==> config.mk <==
export PLATFORM = sky130hd
export DESIGN_NAME = utf8_stream_validator_unit
export DESIGN_NICKNAME = d
export VERILOG_FILES = /design/src/rtl/utf8v_pkg.sv /design/src/rtl/utf8v_step.sv /design/src/rtl/utf8_stream_validator_unit.sv
export SDC_FILE = /design/constraint.sdc
export NUM_CORES = 1
export LEC_CHECK = 0
export BUFFER_PORTS_ARGS = -buffer_cell sky130_fd_sc_hd__buf_2
export CORE_MARGIN = 2
export CORE_UTILIZATION = 35
export CTS_CLUSTER_DIAMETER = 80
export DETAILED_ROUTE_END_ITERATION = 16
export MAX_ROUTING_LAYER = met4
export PLACE_DENSITY_LB_ADDON = 0.1
export SYNTH_ARGS = -nofsm -noshare
export SYNTH_HDL_FRONTEND = slang
export SYNTH_HIERARCHICAL = 1
export SYNTH_SLANG_ARGS = --single-unit
==> constraint.sdc <==
create_clock -name i_clk -period 4.7 [get_ports i_clk]
set_clock_uncertainty 0.1 [all_clocks]
set_input_delay 0.94 -clock i_clk [delete_from_list [all_inputs] [get_ports i_clk]]
set_output_delay 0.94 -clock i_clk [all_outputs]
set_load 0.01 [all_outputs]
==> src/rtl/utf8v_pkg.sv <==
// ----------------------------------------------------------------------------
// utf8v_pkg
// Shared types, constants and helpers of the UTF-8 stream validator
// ----------------------------------------------------------------------------
package utf8v_pkg;

    localparam int unsigned BYTE_W = 8;
    localparam int unsigned CP_W   = 21;
    localparam int unsigned LEN_W  = 3;
    localparam int unsigned REM_W  = 2;
    localparam int unsigned ERR_W  = 3;

    localparam logic [LEN_W-1:0] MAX_LEN_RESET = 3'd4;

    typedef enum logic [ERR_W-1:0] {
        ERR_NONE     = 3'd0,
        ERR_STRAY    = 3'd1,
        ERR_LEAD     = 3'd2,
        ERR_MISSING  = 3'd3,
        ERR_TRUNC    = 3'd4,
        ERR_OVERLONG = 3'd5,
        ERR_RANGE    = 3'd6
    } t_err;

    typedef struct packed {
        logic [REM_W-1:0] bytes_remaining;
        logic [LEN_W-1:0] sequence_length;
        logic [CP_W-1:0]  partial_code_point;
        t_err             first_error;
    } t_state;

    localparam t_state STATE_CLEAR = '{
        bytes_remaining:    '0,
        sequence_length:    '0,
        partial_code_point: '0,
        first_error:        ERR_NONE
    };

    typedef struct packed {
        logic is_valid;
        t_err error_kind;
    } t_result;

    // clamp a written maximum to 1..4
    function automatic logic [LEN_W-1:0] clamp_max_len(input logic [LEN_W-1:0] v);
        logic [LEN_W-1:0] r;
        if (v == 3'd0) begin
            r = 3'd1;
        end else if (v > 3'd4) begin
            r = 3'd4;
        end else begin
            r = v;
        end
        return r;
    endfunction

    // sequence length 2..6 from a lead byte pattern, 0 for any other byte
    function automatic logic [LEN_W-1:0] lead_length(input logic [BYTE_W-1:0] b);
        logic [LEN_W-1:0] n;
        if (b[7:5] == 3'b110) begin
            n = 3'd2;
        end else if (b[7:4] == 4'b1110) begin
            n = 3'd3;
        end else if (b[7:3] == 5'b11110) begin
            n = 3'd4;
        end else if (b[7:2] == 6'b111110) begin
            n = 3'd5;
        end else if (b[7:1] == 7'b1111110) begin
            n = 3'd6;
        end else begin
            n = 3'd0;
        end
        return n;
    endfunction

    function automatic logic [CP_W-1:0] min_for_length(input logic [LEN_W-1:0] l);
        logic [CP_W-1:0] r;
        case (l)
            3'd2:    r = 21'h000080;
            3'd3:    r = 21'h000800;
            3'd4:    r = 21'h010000;
            default: r = '0;
        endcase
        return r;
    endfunction

    function automatic logic [CP_W-1:0] max_for_length(input logic [LEN_W-1:0] l);
        logic [CP_W-1:0] r;
        case (l)
            3'd2:    r = 21'h0007FF;
            3'd3:    r = 21'h00FFFF;
            3'd4:    r = 21'h10FFFF;
            default: r = '0;
        endcase
        return r;
    endfunction

endpackage

==> src/rtl/utf8v_step.sv <==
// ----------------------------------------------------------------------------
// utf8v_step
// Per-byte decode: next message state and the verdict for a terminator
// ----------------------------------------------------------------------------
module utf8v_step (
    input  utf8v_pkg::t_state                  i_state,
    input  logic [utf8v_pkg::BYTE_W-1:0]       i_text_byte,
    input  logic [utf8v_pkg::LEN_W-1:0]        i_max_len,
    output utf8v_pkg::t_state                  o_state,
    output logic                               o_is_term,
    output utf8v_pkg::t_result                 o_result
);

    logic [utf8v_pkg::LEN_W-1:0] len;
    logic [utf8v_pkg::CP_W-1:0]  cp_shift;
    logic                        is_cont;
    utf8v_pkg::t_err             term_err;

    always_comb begin
        len      = utf8v_pkg::lead_length(i_text_byte);
        cp_shift = {i_state.partial_code_point[utf8v_pkg::CP_W-7:0], i_text_byte[5:0]};
        is_cont  = (i_text_byte[7:6] == 2'b10);
        o_is_term = (i_text_byte == '0);

        term_err = i_state.first_error;
        if (term_err == utf8v_pkg::ERR_NONE && i_state.bytes_remaining != '0) begin
            term_err = utf8v_pkg::ERR_TRUNC;
        end
        o_result.is_valid   = (term_err == utf8v_pkg::ERR_NONE);
        o_result.error_kind = term_err;

        o_state = i_state;
        if (o_is_term) begin
            o_state = utf8v_pkg::STATE_CLEAR;
        end else if (i_state.first_error != utf8v_pkg::ERR_NONE) begin
            o_state = i_state;
        end else if (i_state.bytes_remaining != '0) begin
            if (!is_cont) begin
                o_state.first_error = utf8v_pkg::ERR_MISSING;
            end else if (i_state.bytes_remaining == 2'd1) begin
                if (cp_shift < utf8v_pkg::min_for_length(i_state.sequence_length)) begin
                    o_state.first_error = utf8v_pkg::ERR_OVERLONG;
                end else if (cp_shift >
                             utf8v_pkg::max_for_length(i_state.sequence_length)) begin
                    o_state.first_error = utf8v_pkg::ERR_RANGE;
                end
                o_state.bytes_remaining    = '0;
                o_state.sequence_length    = '0;
                o_state.partial_code_point = '0;
            end else begin
                o_state.bytes_remaining    = i_state.bytes_remaining - 2'd1;
                o_state.partial_code_point = cp_shift;
            end
        end else if (!i_text_byte[7]) begin
            o_state = i_state;
        end else if (is_cont) begin
            o_state.first_error = utf8v_pkg::ERR_STRAY;
        end else if (len < 3'd2 || len > i_max_len || len > 3'd4) begin
            o_state.first_error = utf8v_pkg::ERR_LEAD;
        end else begin
            o_state.sequence_length = len;
            o_state.bytes_remaining = 2'(len - 3'd1);
            case (len)
                3'd2:    o_state.partial_code_point = {16'd0, i_text_byte[4:0]};
                3'd3:    o_state.partial_code_point = {17'd0, i_text_byte[3:0]};
                default: o_state.partial_code_point = {18'd0, i_text_byte[2:0]};
            endcase
        end
    end

endmodule

==> src/rtl/utf8_stream_validator_unit.sv <==
// ----------------------------------------------------------------------------
// utf8_stream_validator_unit
// Checks a byte stream for well-formed UTF-8, one zero-terminated message
// at a time
// ----------------------------------------------------------------------------
// Input channel: one text byte per item on i_in_valid / o_in_stall; a zero
// byte ends the message. Output channel: one verdict item per message on
// o_out_valid / i_out_stall, carrying o_is_valid and o_error_kind; no other
// byte produces an item.
// Configuration: i_cfg_wr_en with i_cfg_wr_data writes the maximum sequence
// length, clamped to 1..4, reset value 4; write only while the block is idle.
// Throughput is one byte per cycle while no terminator is held back by a
// stalled verdict; each byte waits in the input register while the decode
// logic updates the message state. An accepted terminator passes through the
// input register and then the output register before its verdict shows.
// A stalled verdict holds in the output register; bytes that are not
// terminators keep flowing, and a following terminator waits in the input
// register, raising o_in_stall, until the verdict is taken.
// Reset clears the message state, both valid flags and restores the maximum.
// ----------------------------------------------------------------------------
module utf8_stream_validator_unit (
    input  logic                          i_clk,
    input  logic                          i_rst_n,
    input  logic                          i_in_valid,
    output logic                          o_in_stall,
    input  logic [utf8v_pkg::BYTE_W-1:0]  i_text_byte,
    output logic                          o_out_valid,
    input  logic                          i_out_stall,
    output logic                          o_is_valid,
    output logic [utf8v_pkg::ERR_W-1:0]   o_error_kind,
    input  logic                          i_cfg_wr_en,
    input  logic [utf8v_pkg::LEN_W-1:0]   i_cfg_wr_data
);

    logic                          r_in_valid;
    logic [utf8v_pkg::BYTE_W-1:0]  r_in_byte;
    utf8v_pkg::t_state             r_state;
    utf8v_pkg::t_state             n_state;
    logic [utf8v_pkg::LEN_W-1:0]   r_max_len;
    logic                          r_out_valid;
    utf8v_pkg::t_result            r_result;
    utf8v_pkg::t_result            n_result;

    logic is_term;
    logic out_free;
    logic advance;
    logic in_take;

    utf8v_step u_step (
        .i_state     (r_state),
        .i_text_byte (r_in_byte),
        .i_max_len   (r_max_len),
        .o_state     (n_state),
        .o_is_term   (is_term),
        .o_result    (n_result)
    );

    assign out_free   = !r_out_valid || !i_out_stall;
    assign advance    = r_in_valid && (!is_term || out_free);
    assign o_in_stall = r_in_valid && !advance;
    assign in_take    = i_in_valid && !o_in_stall;

    always_ff @(posedge i_clk) begin
        if (!i_rst_n) begin
            r_in_valid  <= 1'b0;
            r_out_valid <= 1'b0;
            r_state     <= utf8v_pkg::STATE_CLEAR;
            r_max_len   <= utf8v_pkg::MAX_LEN_RESET;
        end else begin
            if (in_take) begin
                r_in_valid <= 1'b1;
            end else if (advance) begin
                r_in_valid <= 1'b0;
            end
            if (advance) begin
                r_state <= n_state;
            end
            if (advance && is_term) begin
                r_out_valid <= 1'b1;
            end else if (!i_out_stall) begin
                r_out_valid <= 1'b0;
            end
            if (i_cfg_wr_en) begin
                r_max_len <= utf8v_pkg::clamp_max_len(i_cfg_wr_data);
            end
        end
    end

    always_ff @(posedge i_clk) begin
        if (in_take) begin
            r_in_byte <= i_text_byte;
        end
        if (advance && is_term) begin
            r_result <= n_result;
        end
    end

    assign o_out_valid  = r_out_valid;
    assign o_is_valid   = r_result.is_valid;
    assign o_error_kind = r_result.error_kind;

endmodule
Word-level counts from Yosys, hierarchy flattened
Index checks and enable logic that the tools add are counted.
{ "word_totals": {"output_inout_bits": 6, "in_bits": 16, "register_bits": 40} }
{ "classes": {"mux": 42, "addsub": 2, "n_eq_ne": 20, "order_cmp": 6, "n_reduce_logical": 26} }
{ "op_table": {"columns": ["operator", "n"], "rows": [
  ["21-bit 2-to-1 mux", 12],
  ["29-bit 2-to-1 mux", 4],
  ["26-bit 2-to-1 mux", 3],
  ["21-bit one-hot mux with 3 select lines", 1],
  ["17-bit one-hot mux with 3 select lines", 1],
  ["3-bit 2-to-1 mux", 15],
  ["21-bit greater-than comparator", 1],
  ["21-bit < comparator", 1],
  ["3-bit by 2-bit == test with 1-bit output (second input constant)", 4],
  ["6-bit AND reduction", 2],
  ["5-bit one-hot mux with 2 select lines", 1],
  ["3-bit logical NOT", 3],
  ["8-bit logical NOT", 1],
  ["7-bit == test (second input constant)", 1],
  ["7-bit AND reduction", 1],
  ["3-bit == test (second input constant)", 2],
  ["6-bit == test (second input constant)", 1],
  ["3-bit greater-than comparator (second input constant)", 2],
  ["3-bit by 2-bit != test with 1-bit output (second input constant)", 2],
  ["3-bit != test (second input constant)", 2],
  ["3-bit nonzero test", 2],
  ["5-bit == test (second input constant)", 1],
  ["1-bit logical AND", 5],
  ["1-bit logical NOT", 5],
  ["other kinds (15)", 23]
]} }

Depth between registers and ports, before layout
{ "logic_depth": {"word_depth": 22, "depth_mapped": 13, "mapped_depth_nobuf": 12} }

Cells and area by module
Netlist, hierarchy kept.
{ "modules_own_cells": {"columns": ["module", "seq_area_each_um2", "cells_per_inst", "instances", "area_each_um2"], "rows": [
  ["utf8_stream_validator_unit", 1041.0, 162, 1, 1744.2],
  ["utf8v_step", 0.0, 192, 1, 1258.7]
]} }

Worst setup path after synthesis
No wires, ideal clock.
{ "synth_timing": {"path_kind": "register to output", "startpoint": "register r_in_byte[2] (netlist name)", "endpoint": "output port o_in_stall", "arrival_time_ps": 1989, "path_slack_ps": 1671, "path_stages_with_launch": 7, "n_path_buf": 0, "path_cell_list": "edfxtp_1 -> or4_1 -> or2_1 -> or4_4 -> clkinv_2 -> nand2_1 -> nor2_1"} }
{ "synth_via": {"elab_chain_len": 6} }
{ "synth_rtl": {"columns": ["element", "line", "source"], "rows": [
  ["from (decl)", "utf8_stream_validator_unit.sv:36", "logic [utf8v_pkg::BYTE_W-1:0] r_in_byte;"],
  ["from (signal assigned)", "utf8_stream_validator_unit.sv:91", "r_in_byte <= i_text_byte;"],
  ["8-bit logical NOT", "utf8v_step.sv:23", "o_is_term = (i_text_byte == '0);"],
  ["named net is_term", "utf8_stream_validator_unit.sv:44", "logic is_term;"],
  ["1-bit logical NOT", "utf8_stream_validator_unit.sv:59", "assign advance = r_in_valid && (!is_term || out_free);"],
  ["1-bit logical OR", "utf8_stream_validator_unit.sv:59", null],
  ["1-bit logical AND", "utf8_stream_validator_unit.sv:59", null],
  ["1-bit logical NOT", "utf8_stream_validator_unit.sv:60", "assign o_in_stall = r_in_valid && !advance;"],
  ["1-bit logical AND", "utf8_stream_validator_unit.sv:60", null],
  ["to (decl)", "utf8_stream_validator_unit.sv:25", "output logic o_in_stall,"]
]} }
The timed path passes the listed nets, and every way through them passes these cells.

Worst setup path after layout
{ "layout_timing": {"startpoint": "register r_in_byte[5] (netlist name)", "endpoint": "output port o_in_stall"} }
Same word-level chain as after synthesis.

==> qor.txt <==
outcome -> completed
number of warnings reported in the yosys synthesis log -> 6
number of cells produced by synthesis -> 324
die span in y -> 92.2 µm
worst stage delay on the critical path -> 0.60 ns
endpoint type of the worst setup path -> primary output
Fin Setup TNS -> 0 ns
number of placed I/O pins -> 22
netlist area before placement -> 0.00273 mm²
critical path type -> reg -> out
Detailed Routing Iterations Pass 1 -> 5
CTS H-tree depth -> 2
starting density of the core -> 35.6%
fmax -> 264 MHz
Clk Latency, worst-skew pair -> 0.29 ns
worst-path cell chain -> or4_1, or2_1, or4_4, clkinv_2, nand2_1, nor2_1, buf_2
highest net fanout along the worst path -> 13
Buffers on Ports -> 21
total clock buffers created by CTS -> 5
maximum number of pins on one net before global-route repair -> 52
time the worst path needs with I/O delays and setup -> 3.79 ns
worst hold path endpoint -> r_state[28]$_SDFFE_PN0P_
Lkg Pwr -> 1.16 nW
share of the cycle needed by the critical path after routing -> 80.6%
post-route DRC violation count -> 0
Worst Hold Class -> reg -> reg
top library cells by usage in the layout, fill and taps aside -> 58 x sky130_fd_sc_hd__nand2_1, 28 x sky130_fd_sc_hd__dfxtp_1, 25 x sky130_fd_sc_hd__mux2i_1
number of nets in the synthesized netlist -> 356
post-layout total power -> 775 µW
root cell of the clock tree -> sky130_fd_sc_hd__clkbuf_8
initial drt markers -> 115
DRT antenna net count -> 0
power per standard cell area -> 264 mW/mm²
Setup violations, final -> 0
cts repair resizes -> 0
share of cells above drive strength 1 -> 10.7%
mean post-synth cell area -> 8.41 µm²
count of max-cap constraint violations -> 0
cts-stage hold buffer count -> 0
Antenna Diode Count -> 0
Wirelength per Cell -> 15.7 µm
via count of the first global-routing pass -> 2,222
leading cell type in the layout, fill and taps excluded -> sky130_fd_sc_hd__nand2_1
worst-margin pin slew -> 1.08 ns
total die area -> 0.00851 mm²
antenna violations before repair -> 0
worst rel slew slack -> 28.2%
Critical R2R Launch -> r_in_byte[3]$_DFFE_PP_
global router's overall resource usage -> 17.3%
buffer count from post-CTS setup fixing -> 0
highest ir drop seen on vdd -> 0.115 mV
Max Slew Vio Count -> 0
Hold Vio Cnt, Final -> 0
core area -> 0.00765 mm²
endpoint arrival time on the critical path -> 2.75 ns
cell depth of the worst flop-to-flop path -> 10
Req. time, crit path -> 3.66 ns
drt via density -> 5.41
grt total ovfl -> 0
final wirelength -> 6.85 mm
sink count of the clock tree -> 40
synth-to-layout area growth -> 7.71%
clock tree from TritonCTS -> built
unrepaired setup endpoints after global routing -> false
CP startpoint kind -> flip-flop
overall via count from detail_route -> 2,362
Worst Hold Path Cells -> 2
Net count, final -> 366
final cell utilization of the core -> 38.4%
floorplan die width -> 92.2 µm
clock transition at the register clock pins on the worst setup and hold paths after CTS -> 0.08 ns
num rows -> 32
startpoint of the most critical hold path -> r_state[28]$_SDFFE_PN0P_
global-route wire length before repair -> 11.3 mm
slowest cell on the critical path -> sky130_fd_sc_hd__or4_1
Crit path buffers/inverters -> 2
critical path's top delay family -> simple AND/OR/NAND/NOR gates
routability congestion estimate from global placement -> 0.869
flop2flop setup slack -> 1.38 ns
Detailed Place HPWL -> 4.88 mm
buffers from clock root to sink, at most -> 2
reg-to-reg endpoint -> r_state[4]$_SDFFE_PN0P_
==> state kept, by name, summed over array words and instances, names as in the netlist <==
name,flops
r_in_byte,8
o_is_valid,1
r_state,23
o_error_kind,3
o_out_valid,1
r_max_len,3
r_in_valid,1
==> tightest hold or removal path: stages (launching register included) <==
cell and delay (ns):
sky130_fd_sc_hd__dfxtp_1 0.34, sky130_fd_sc_hd__nand2_1 0.06, sky130_fd_sc_hd__mux2i_1 0.05
==> routing by layer <==
| layer | GRT usage (%) | wire [µm] |
|---|---|---|
| met1 | 24.5 | 3510 |
| met2 | 26.1 | 3000 |
| met3 | 2.71 | 292 |
| met5 | - | 0 |
| met4 | 3.73 | 58 |
==> cell type report <==
class | instances | area (µm²)
sequential | 40 | 921
tap | 102 | 128
fill | 818 | 4710
clock buffer | 5 | 68.8
timing repair buffer | 22 | 113
clock inverter | 3 | 13.8
inverter | 17 | 65.1
multi-input combinational | 248 | 1630
==> power breakdown <==
part           internal (mW)  total (mW)  leakage [nW]  switching [mW]
logic                 0.0636       0.161         0.774          0.0974
clock network          0.101       0.225        0.0453           0.124
registers              0.369       0.389         0.345          0.0198
total                  0.534       0.775          1.16           0.242
==> per-stage QoR <==
step / setup slack [ns] / cell area [µm²] / hold slack (ns) / cells
global placement: 1.21 / 2850 / 0.369 / 429
CTS: 0.913 / 2940 / 0.385 / 437
finish: 0.912 / 2940 / 0.387 / 437
global route: 0.774 / 2940 / 0.410 / 437
detailed placement: 1.25 / 2850 / 0.373 / 429
floorplan: 1.67 / 2730 / 0.348 / 324
==> worst max path at each step <==
| stage | from | endpoint | slack [ns] | cells past startpoint |
|---|---|---|---|---|
| after global placement | r_in_byte[5]$_DFFE_PP_ | o_in_stall | 1.21 | 7 |
| final | r_in_byte[5]$_DFFE_PP_ | o_in_stall | 0.91 | 7 |
| after floorplan | r_in_byte[2]$_DFFE_PP_ | o_in_stall | 1.67 | 6 |
| after detailed placement | r_in_byte[5]$_DFFE_PP_ | o_in_stall | 1.25 | 7 |
| after CTS | r_in_byte[5]$_DFFE_PP_ | o_in_stall | 0.91 | 7 |
| after global routing | r_in_byte[2]$_DFFE_PP_ | o_in_stall | 0.77 | 7 |
No activity file was read; power rests on OpenSTA's default activity.
